File: src/kls_pkg.sv
// shared types and constants for the keyframe linear sampler
`default_nettype none
package kls_pkg;
   localparam int MaxKeys = 64;
   localparam int IdxW = $clog2(MaxKeys);
   localparam int CntW = 7;
   localparam logic [31:0] FixOne = 32'h0001_0000;

   localparam logic [0:0] CsrKeyCount = 1'd0;
   localparam logic [0:0] CsrFallback = 1'd1;

   localparam logic ModeLoad = 1'b0;
   localparam logic ModeSample = 1'b1;

   typedef struct packed {
      logic [31:0] t;
      logic [31:0] x;
      logic [31:0] y;
      logic [31:0] z;
   } key_type;

   typedef enum logic [2:0] {
      ST_IDLE,
      ST_SCAN,
      ST_DIV,
      ST_MUL,
      ST_DONE
   } state_type;
endpackage
`default_nettype wire

File: src/kls_cell.sv
// one key cell of the shift chain: holds one key and passes it to its neighbor
`default_nettype none
module kls_cell (
   input  wire logic clock,
   input  wire logic load,
   input  wire logic shift,
   input  kls_pkg::key_type load_key,
   input  kls_pkg::key_type prev_key,
   output kls_pkg::key_type key
);
   import kls_pkg::*;
   key_type key_ff;
   always_ff @(posedge clock) begin
      if (load) begin
         key_ff <= load_key;
      end else if (shift) begin
         key_ff <= prev_key;
      end
   end
   assign key = key_ff;
endmodule
`default_nettype wire

File: config.mk
export PLATFORM = sky130hd
export DESIGN_NAME = kls_cell
export DESIGN_NICKNAME = d
export VERILOG_FILES = /design/src/kls_pkg.sv /design/src/kls_cell.sv
export SDC_FILE = /design/constraint.sdc
export NUM_CORES = 1
export LEC_CHECK = 0
export ABC_AREA = 1
export BUFFER_PORTS_ARGS = -buffer_cell sky130_fd_sc_hd__buf_4
export CAP_MARGIN = 20
export CORE_AREA = 2 2 149 151
export DETAILED_ROUTE_END_ITERATION = 8
export DIE_AREA = 0 0 151 153
export GPL_ROUTABILITY_DRIVEN = 0
export PLACE_DENSITY = 0.65
export SLEW_MARGIN = 10
export SYNTH_ARGS = -nofsm -noshare
export SYNTH_HDL_FRONTEND = slang
export SYNTH_SLANG_ARGS = --single-unit
File: constraint.sdc
create_clock -name clock -period 2.2 [get_ports clock]
set_input_delay 0.22 -clock clock [delete_from_list [all_inputs] [get_ports clock]]
set_output_delay 0.22 -clock clock [all_outputs]
set_load 0.02 [all_outputs]
==> qor.txt <==
outcome -> completed
slowest CP cell -> edfxtp_1
synth warn -> 0
DP HPWL -> 13000 µm
largest net degree at the start of global routing -> 129
CTS tree -> done
Static Leak -> 4.63 nW
CTS Hold Bufs -> 0
Synth Cell Area -> 5470 µm²
CP Launch Point -> key[109]$_DFFE_PP_
TritonRoute pass-1 iters -> 4
die height -> 153 µm
max reg flops -> 128
Antenna diodes -> 0
post-synth net total -> 801
Yosys reg bits -> 128
Avg WL per Cell -> 14.2 µm
hold_sp -> prev_key[105]
CP bufs+invs -> 1
gr busiest metal -> met2
Longest Clk Path Bufs -> 2
crit end category -> output port
final-report hold violation count -> 0
area grow syn2layout -> 68.7%
ANT nets after route -> 0
Synth area leaders -> edfxtp_1 70%, nand2_1 26%, buf_4 1.9%, buf_2 1.3%, or2_2 0.11%
share of layout cells above drive strength 1 -> 45.1%
Port Buffers -> 386
f_max -> 816 MHz
grt ovf -> 0
Num CTS Buffers -> 17
Mean Syn Cell Area -> 10.1 µm²
worst path required time -> 1.98 ns
Critical Path AT -> 1.01 ns
final setup TNS -> 0 ns
min Tclk post-route -> 1.23 ns
Layout Nets -> 1183
synth unique cells -> 6
row cnt -> 54
most frequent cells in the layout -> 389 x buf_4, 384 x nand2_1, 128 x edfxtp_1
cell count after synthesis -> 542
gr usage total -> 14.7%
hold slack -> 0.0685 ns
Power Dens Cells -> 811 nW/µm²
Vias -> 5013
Seq/Total Area, Yosys -> 70.3%
Storage cell area -> 3840 µm²
cells resized by post-CTS repair -> 0
Yosys top cell by area -> edfxtp_1
io pins -> 387
top-area cell type share of the netlist area -> 70.3%
worst-margin pin slew -> 0.649 ns
postcts setup bufs -> 0
full die area -> 23100 µm²
Final period util -> 55.7%
Die Width -> 151 µm
GR met1 Demand/Resource -> 15.5%
max-slew violations -> 0
Max VDD drop -> 0.479 mV
CP Class -> reg -> out
filler cell count -> 2091
RSZ-0062 raised after global routing -> no
Final setup viols -> 0
initial DRC count -> 165
vias in the first global route -> 5043
Routed WL -> 17200 µm
CP top delay family -> flip-flops
Starting Density -> 25.5%
max cap viols -> 0
CTS H-tree lvls -> 4
vias per cell -> 4.13
area of the multi-input gates -> 1450 µm²
worst-path fanout max -> 1
initial antenna violation count -> 0
met2 Resource Use GR -> 25.7%
first-pass GRT wire length -> 25900 µm
Clock Pin Slew Worst Setup and Hold Paths -> 0.06 ns
Min-Delay Path Class -> in -> reg
total clock sinks -> 128
Worst setup SP type -> flip-flop
core area -> 21500 µm²
met3 usage -> 6.96%
Root Driver -> clkbuf_16
CP cell instances -> buf_4
DRC Markers -> 0
CP peak stage delay -> 0.41 ns
commonest non-fill, non-tap cell in the layout -> buf_4
max_slew headroom -> 56.7%
stage by stage:
step           instances  setup slack (ns)  utilization [%]  power [W]  instance area (µm²)
2_1_floorplan        542             0.465                -    0.00374                 5470
3_3_place_gp        1185             0.633             40.1    0.00457                 8610
3_5_place_dp        1185             0.580             40.1    0.00459                 8610
4_1_cts             1215             0.926             42.9    0.00760                 9230
5_1_grt             1215             0.923             42.9    0.00782                 9230
6_report            1215             0.975             42.9    0.00748                 9230
path summary, 6_finish.rpt:
path / slack (ns) / endpoint / cells after the start
worst min-delay path: 0.07 / key[105]$_DFFE_PP_ / 3
worst max-delay path: 0.97 / key[109] / 1
Yosys cell counts:
library cell	instances
buf_2	14
edfxtp_1	128
buf_4	14
or2_2	1
nand2_1	384
inv_2	1
power by group:
| group | switching, W | internal (W) |
|---|---|---|
| combinational | 0.000750 | 0.000693 |
| clock | 0.00107 | 0.00190 |
| sequential | 0.0000745 | 0.00300 |
| total | 0.00189 | 0.00559 |
logic make-up (layout without fill, tap and decap cells):
logic type	count (synthesis)	in the layout	synth area share, %
buffers and inverters	29	422	3.27
and+or+nand+nor	385	385	26.5
DFF	128	128	70.3
layout make-up:
| class | instances | share of cell area (%) |
|---|---|---|
| clock buffers | 18 | 4.65 |
| inverters | 1 | 0.0678 |
| well taps | 280 | 3.80 |
| repair buffers | 391 | 32.1 |
| multi-input cells | 385 | 15.7 |
| clock inverters | 12 | 2.02 |
| flip-flops and latches | 128 | 41.7 |
metal layers:
layer | share of wire, % | wire length [µm]
met2 | 50 | 8630
met4 | 1.7 | 296
met3 | 13 | 2170
met1 | 36 | 6150
met5 | 0 | 0
Power figures use the tool's default switching activity.
