**src/kls_pkg.sv**
```systemverilog
// shared types and constants for the keyframe linear sampler
`default_nettype none
package kls_pkg;
   localparam int MaxKeys = 64;
   localparam int IdxW = $clog2(MaxKeys);
   localparam int CntW = 7;
   localparam logic [31:0] FixOne = 32'h0001_0000;

   localparam logic [0:0] CsrKeyCount = 1'd0;
   localparam logic [0:0] CsrFallback = 1'd1;

   localparam logic ModeLoad = 1'b0;
   localparam logic ModeSample = 1'b1;

   typedef struct packed {
      logic [31:0] t;
      logic [31:0] x;
      logic [31:0] y;
      logic [31:0] z;
   } key_type;

   typedef enum logic [2:0] {
      ST_IDLE,
      ST_SCAN,
      ST_DIV,
      ST_MUL,
      ST_DONE
   } state_type;
endpackage
`default_nettype wire

```
**src/kls_blend.sv**
```systemverilog
// divider and blend unit: bit-serial factor divide, then three multiplies
`default_nettype none
module kls_blend (
   input  wire logic clock,
   input  wire logic div_start,
   input  wire logic div_step,
   input  wire logic [31:0] num,
   input  wire logic [31:0] den,
   input  wire logic mul_step,
   input  kls_pkg::key_type lo_key,
   input  kls_pkg::key_type hi_key,
   output logic [31:0] res_x,
   output logic [31:0] res_y,
   output logic [31:0] res_z
);
   import kls_pkg::*;
   logic [47:0] quo_ff, quo_in;
   logic [32:0] rem_ff, rem_in;
   logic [33:0] trial;
   logic [32:0] dx, dy, dz;
   logic signed [50:0] px, py, pz;
   logic [31:0] rx_ff, ry_ff, rz_ff;

   assign trial = {rem_ff, quo_ff[47]} - {2'b00, den};
   always_comb begin
      quo_in = quo_ff;
      rem_in = rem_ff;
      if (div_start) begin
         quo_in = {num, 16'h0000};
         rem_in = '0;
      end else if (div_step) begin
         if (!trial[33]) begin
            rem_in = trial[32:0];
            quo_in = {quo_ff[46:0], 1'b1};
         end else begin
            rem_in = {rem_ff[31:0], quo_ff[47]};
            quo_in = {quo_ff[46:0], 1'b0};
         end
      end
   end
   always_ff @(posedge clock) begin
      quo_ff <= quo_in;
      rem_ff <= rem_in;
   end

   assign dx = {hi_key.x[31], hi_key.x} - {lo_key.x[31], lo_key.x};
   assign dy = {hi_key.y[31], hi_key.y} - {lo_key.y[31], lo_key.y};
   assign dz = {hi_key.z[31], hi_key.z} - {lo_key.z[31], lo_key.z};
   assign px = $signed(dx) * $signed({2'b00, quo_ff[15:0]});
   assign py = $signed(dy) * $signed({2'b00, quo_ff[15:0]});
   assign pz = $signed(dz) * $signed({2'b00, quo_ff[15:0]});

   always_ff @(posedge clock) begin
      if (mul_step) begin
         rx_ff <= lo_key.x + px[47:16];
         ry_ff <= lo_key.y + py[47:16];
         rz_ff <= lo_key.z + pz[47:16];
      end
   end
   assign res_x = rx_ff;
   assign res_y = ry_ff;
   assign res_z = rz_ff;
endmodule
`default_nettype wire

```
**config.mk**
```make
export PLATFORM = sky130hd
export DESIGN_NAME = kls_blend
export DESIGN_NICKNAME = d
export VERILOG_FILES = /design/src/kls_pkg.sv /design/src/kls_blend.sv
export SDC_FILE = /design/constraint.sdc
export NUM_CORES = 2
export LEC_CHECK = 0
export BUFFER_PORTS_ARGS = -buffer_cell sky130_fd_sc_hd__buf_2
export CAP_MARGIN = 15
export CORE_ASPECT_RATIO = 0.6
export CORE_MARGIN = 4
export CORE_UTILIZATION = 30
export CTS_BUF_LIST = sky130_fd_sc_hd__clkbuf_8 sky130_fd_sc_hd__clkbuf_16
export DETAILED_ROUTE_END_ITERATION = 12
export PLACE_DENSITY = 0.43
export SLEW_MARGIN = 40
export SYNTH_ARGS = -nofsm -noshare
export SYNTH_HDL_FRONTEND = slang
export SYNTH_SLANG_ARGS = --single-unit
```
**constraint.sdc**
```tcl
create_clock -name clock -period 15.7 [get_ports clock]
set_clock_uncertainty 0.1 [all_clocks]
set_input_delay 3.14 -clock clock [delete_from_list [all_inputs] [get_ports clock]]
set_output_delay 3.14 -clock clock [all_outputs]
set_load 0.01 [all_outputs]
```
==> impl_summary.md <==
Synth
The portion of synthesized cell area occupied by the leading cell type is a little over two fifths. The most common cell in the synthesized netlist is sky130_fd_sc_hd__inv_1. The number of nets in the synthesized netlist is 10460.

By area the synthesized netlist is led by sky130_fd_sc_hd__fa_1 (42%), sky130_fd_sc_hd__inv_1 (10%), sky130_fd_sc_hd__ha_1 (10%). The dominant register cell in the synthesized netlist is sky130_fd_sc_hd__edfxtp_1. The register area share after synthesis is 6.817%. For this run, the number of Yosys warnings is 0. In this run, synthesis produced a sequential element count of 177.

The synthesized design contains 128 enable-type register cells. In this run, distinct cell masters in the synthesized netlist total 86. The post-synthesis area per instance is about 8.7 sq um. Of all flip-flops after synthesis, the portion carrying an async set or reset was 0%. Of all cell types, the one taking the most synthesized area is sky130_fd_sc_hd__fa_1. The netlist area before placement is 70770 sq um. The cell count after synthesis is 8096. Sorting the synthesized cells by how often they occur yields sky130_fd_sc_hd__inv_1 (1938), sky130_fd_sc_hd__fa_1 (1474), sky130_fd_sc_hd__nand2_1 (974).

Die
The area enclosed by the die boundary is 244000 sq um. From left edge to right edge, the die measures 635.0 um. During I/O placement, the number of pins put on the boundary was 420.

In this run the core area contains between 100 and 150 standard-cell rows. Measured along the y axis, the die boundary spans about 380 um. Once the floorplan was initialized, standard cells occupied 30.31% of the core. The placeable core region is 233500 sq um.

Global route
The global-route wire length before repair is 345100 um. The via count of the first global-routing pass is 56140. For this run the aggregate overflow at the end of global routing stands at 0. In the global route stage, overall resource usage came out at around 18%. The pin count of the biggest net entering global routing is 84. The initial antenna violation count is 9.

Timing
Setup violations remaining at the end of the flow were counted as 0. The aggregate negative setup slack is 0 ps. The number of hold violations in the final report is 0.

The max-slew violation total from the final report is 0. Measured against its own limit, the worst slew margin works out to 43.61%. The worst slack on hold paths is 406.9 ps. The timing-limited maximum frequency is 67.35 MHz. The period utilization is about 95%. The post-layout worst setup margin is 853.2 ps. Setup repair after global routing left no endpoint under its margin. At the pin with the least slew margin, the transition time is 841.6 ps. After layout, the minimum clock period comes to 14850 ps.

Worst setup path
By startpoint and endpoint, the worst setup path is classified as in2reg. The arrival time of data at the critical path endpoint is 15070 ps. The endpoint required time on the critical path is 15920 ps. The worst setup path is launched from an input port. The category of the worst setup path capture point is a flop.

The slowest cell on the critical path is sky130_fd_sc_hd__or4b_2. Among the stages of the critical path, the cell type that occurs most often is sky130_fd_sc_hd__fa_1. The maximum fanout along the worst path is 9. The largest single stage delay on the critical path is 670 ps.

Clock network
Hold repair after CTS inserted 0 buffers. For this design, the sink count on the clock tree is 177. The cell at the root of the clock tree is sky130_fd_sc_hd__clkbuf_16. The clock insertion delay at the later pin of the skew report is 570 ps. In this run the post-CTS setup repair buffer count came out at 0. The count of H-tree levels built during CTS is 4. The clock tree from TritonCTS is yes. The maximum number of buffers from clock root to sink is 3. The clock transition at the registers of the reported paths is about 80 ps. Clock tree synthesis inserted a total of 25 buffers. The number of gates given a new drive strength after cts is 0.

Detailed routing
For this block, the initial DRC count from the detailed router was 3147. The iteration count of the initial detailed-routing pass is 5. In the routed design, unresolved DRC markers number 0. The detail route stage leaves a number of antenna-violating nets equal to 0. The average vias per placed instance is 4.656. After detailed routing, the average wire length per cell comes to 19.28 um. The total wire length is 220500 um. The detailed router placed 53250 vias in this run.

Power
Power comes to about 2.6 mW. The net switching power is 1.261 mW. Sequential cells burn 22.6% of the power. The internal power of the cells totals between 1 and 1.5 mW. Net switching is around 48% of the power. The fraction of power consumed by combinational cells is 54.4%.

The cell area power density is 33.66 nW/um^2. For this design the static power due to leakage is 40.06 nW. The clock power share is 23.0%. Across the VDD grid, the largest voltage drop is a little over 60 uV.

Final layout
The layout has 24630 filler cells. The proportion of layout cells with a drive suffix above 1 is 8.033%. The number of cells in the finished layout apart from fillers is around 11000. The post-layout net count is 10660. The layout overhead on the synthesized area is 9.522%.

Run status
The flow ran to the end, and the final reports show no timing, DRC or antenna violations.

Run
The tool flagged a number of max-cap violations equal to 0.

Place
The number of buffers added on ports is about 360. Counting tap cells, the placed design contains a total of 11390 instances. The final weighted congestion in routability-driven placement is 0.8320. The worst setup timing slack at the placement stage is between 200 and 300 ps.

The HPWL after detailed placement is 172700 um.

Min path
The tightest min-delay check is of the reg2reg type.
-- worst max-delay path, delay by kind of cell --
family	cells	cell delay, ps
AO/OA/AOI/OAI	27	5890
adder cells (fa/ha/maj)	9	3750
AND/OR/NAND/NOR	6	1590
buffers and inverters	6	450
XOR/XNOR	2	240
-- logic make-up (layout without fill, tap and decap cells) --
| kind of cell | after synthesis | after routing | share of synthesized area (%) |
|---|---|---|---|
| fa+ha+maj | 2043 | 2043 | 51.76 |
| flops | 177 | 177 | 6.817 |
| simple gates | 2341 | 2341 | 16.40 |
| mux | 23 | 23 | 0.3253 |
| compound gates | 911 | 911 | 8.693 |
| other cells | 0 | 8 | 0 |
| buf+inv | 2294 | 2501 | 12.21 |
| xor+xnor | 307 | 307 | 3.799 |
-- metal layers --
layer | vias up | track usage, % | share of wire [%]
met2 | 1300 | 25.89 | 40
met5 | - | 0 | 0.012
met3 | 107 | 3.272 | 6.0
li1 | 24850 | - | -
met4 | 4 | 2.137 | 0.93
met1 | 26990 | 29.35 | 53
-- cell type report --
type / instances / area, sq um / area share, %
clock buffer: 25 / 625.6 / 0.8071
timing repair buffer: 529 / 3181 / 4.104
clock inverter: 8 / 92.59 / 0.1195
antenna: 8 / 20.02 / 0.02583
sequential: 177 / 4885 / 6.302
inverter: 1939 / 7278 / 9.390
multi-input combinational: 5625 / 57510 / 74.20
tap: 3127 / 3913 / 5.048
-- state kept, by name (all words and copies together), names as in the netlist --
| signal | count |
|---|---|
| res_y | 32 |
| res_z | 32 |
| res_x | 32 |
| rem_ff | 33 |
| quo_ff | 48 |
-- placed cells by master, fill, tap and decap left out, types with 70 or more instances in the layout --
master                     count
sky130_fd_sc_hd__ha_1        568
sky130_fd_sc_hd__nor2b_1     106
sky130_fd_sc_hd__a21o_1      131
sky130_fd_sc_hd__and2_1      697
sky130_fd_sc_hd__xnor2_1     206
sky130_fd_sc_hd__xor2_1       84
sky130_fd_sc_hd__edfxtp_1    128
sky130_fd_sc_hd__a21oi_1     226
sky130_fd_sc_hd__nand2_1     973
sky130_fd_sc_hd__inv_1      1940
sky130_fd_sc_hd__nor2_1      250
sky130_fd_sc_hd__buf_4       166
sky130_fd_sc_hd__o21ai_0     122
sky130_fd_sc_hd__buf_2       354
sky130_fd_sc_hd__nand2b_1     70
sky130_fd_sc_hd__fa_1       1472
-- through the flow --
step | area, sq um | util (%)
6_report | 77510 | 33.20
5_1_grt | 77490 | 33.19
4_1_cts | 77420 | 33.16
3_5_place_dp | 76710 | 32.86
3_3_place_gp | 76550 | 32.79
2_1_floorplan | 70770 | -
-- power by group through the flow --
stage / clock network [mW] / registers (mW) / logic [mW]
floorplan: 0 / 0.610 / 0.798
global placement: 0 / 0.599 / 1.41
detailed placement: 0 / 0.600 / 1.42
CTS: 0.646 / 0.590 / 1.43
global route: 0.653 / 0.594 / 1.56
finish: 0.601 / 0.589 / 1.42
-- worst paths after layout --
kind,start,to,slack (ps),depth (start not counted)
worst max register to register,quo_ff[10],res_z[31],4640,39
worst min register to register,rem_ff[10],rem_ff[11],410,2
worst max-delay path,lo_key[33],res_y[31],850,50
worst min-delay path,rem_ff[10],rem_ff[11],410,2
(Power assumes the default switching activity.)
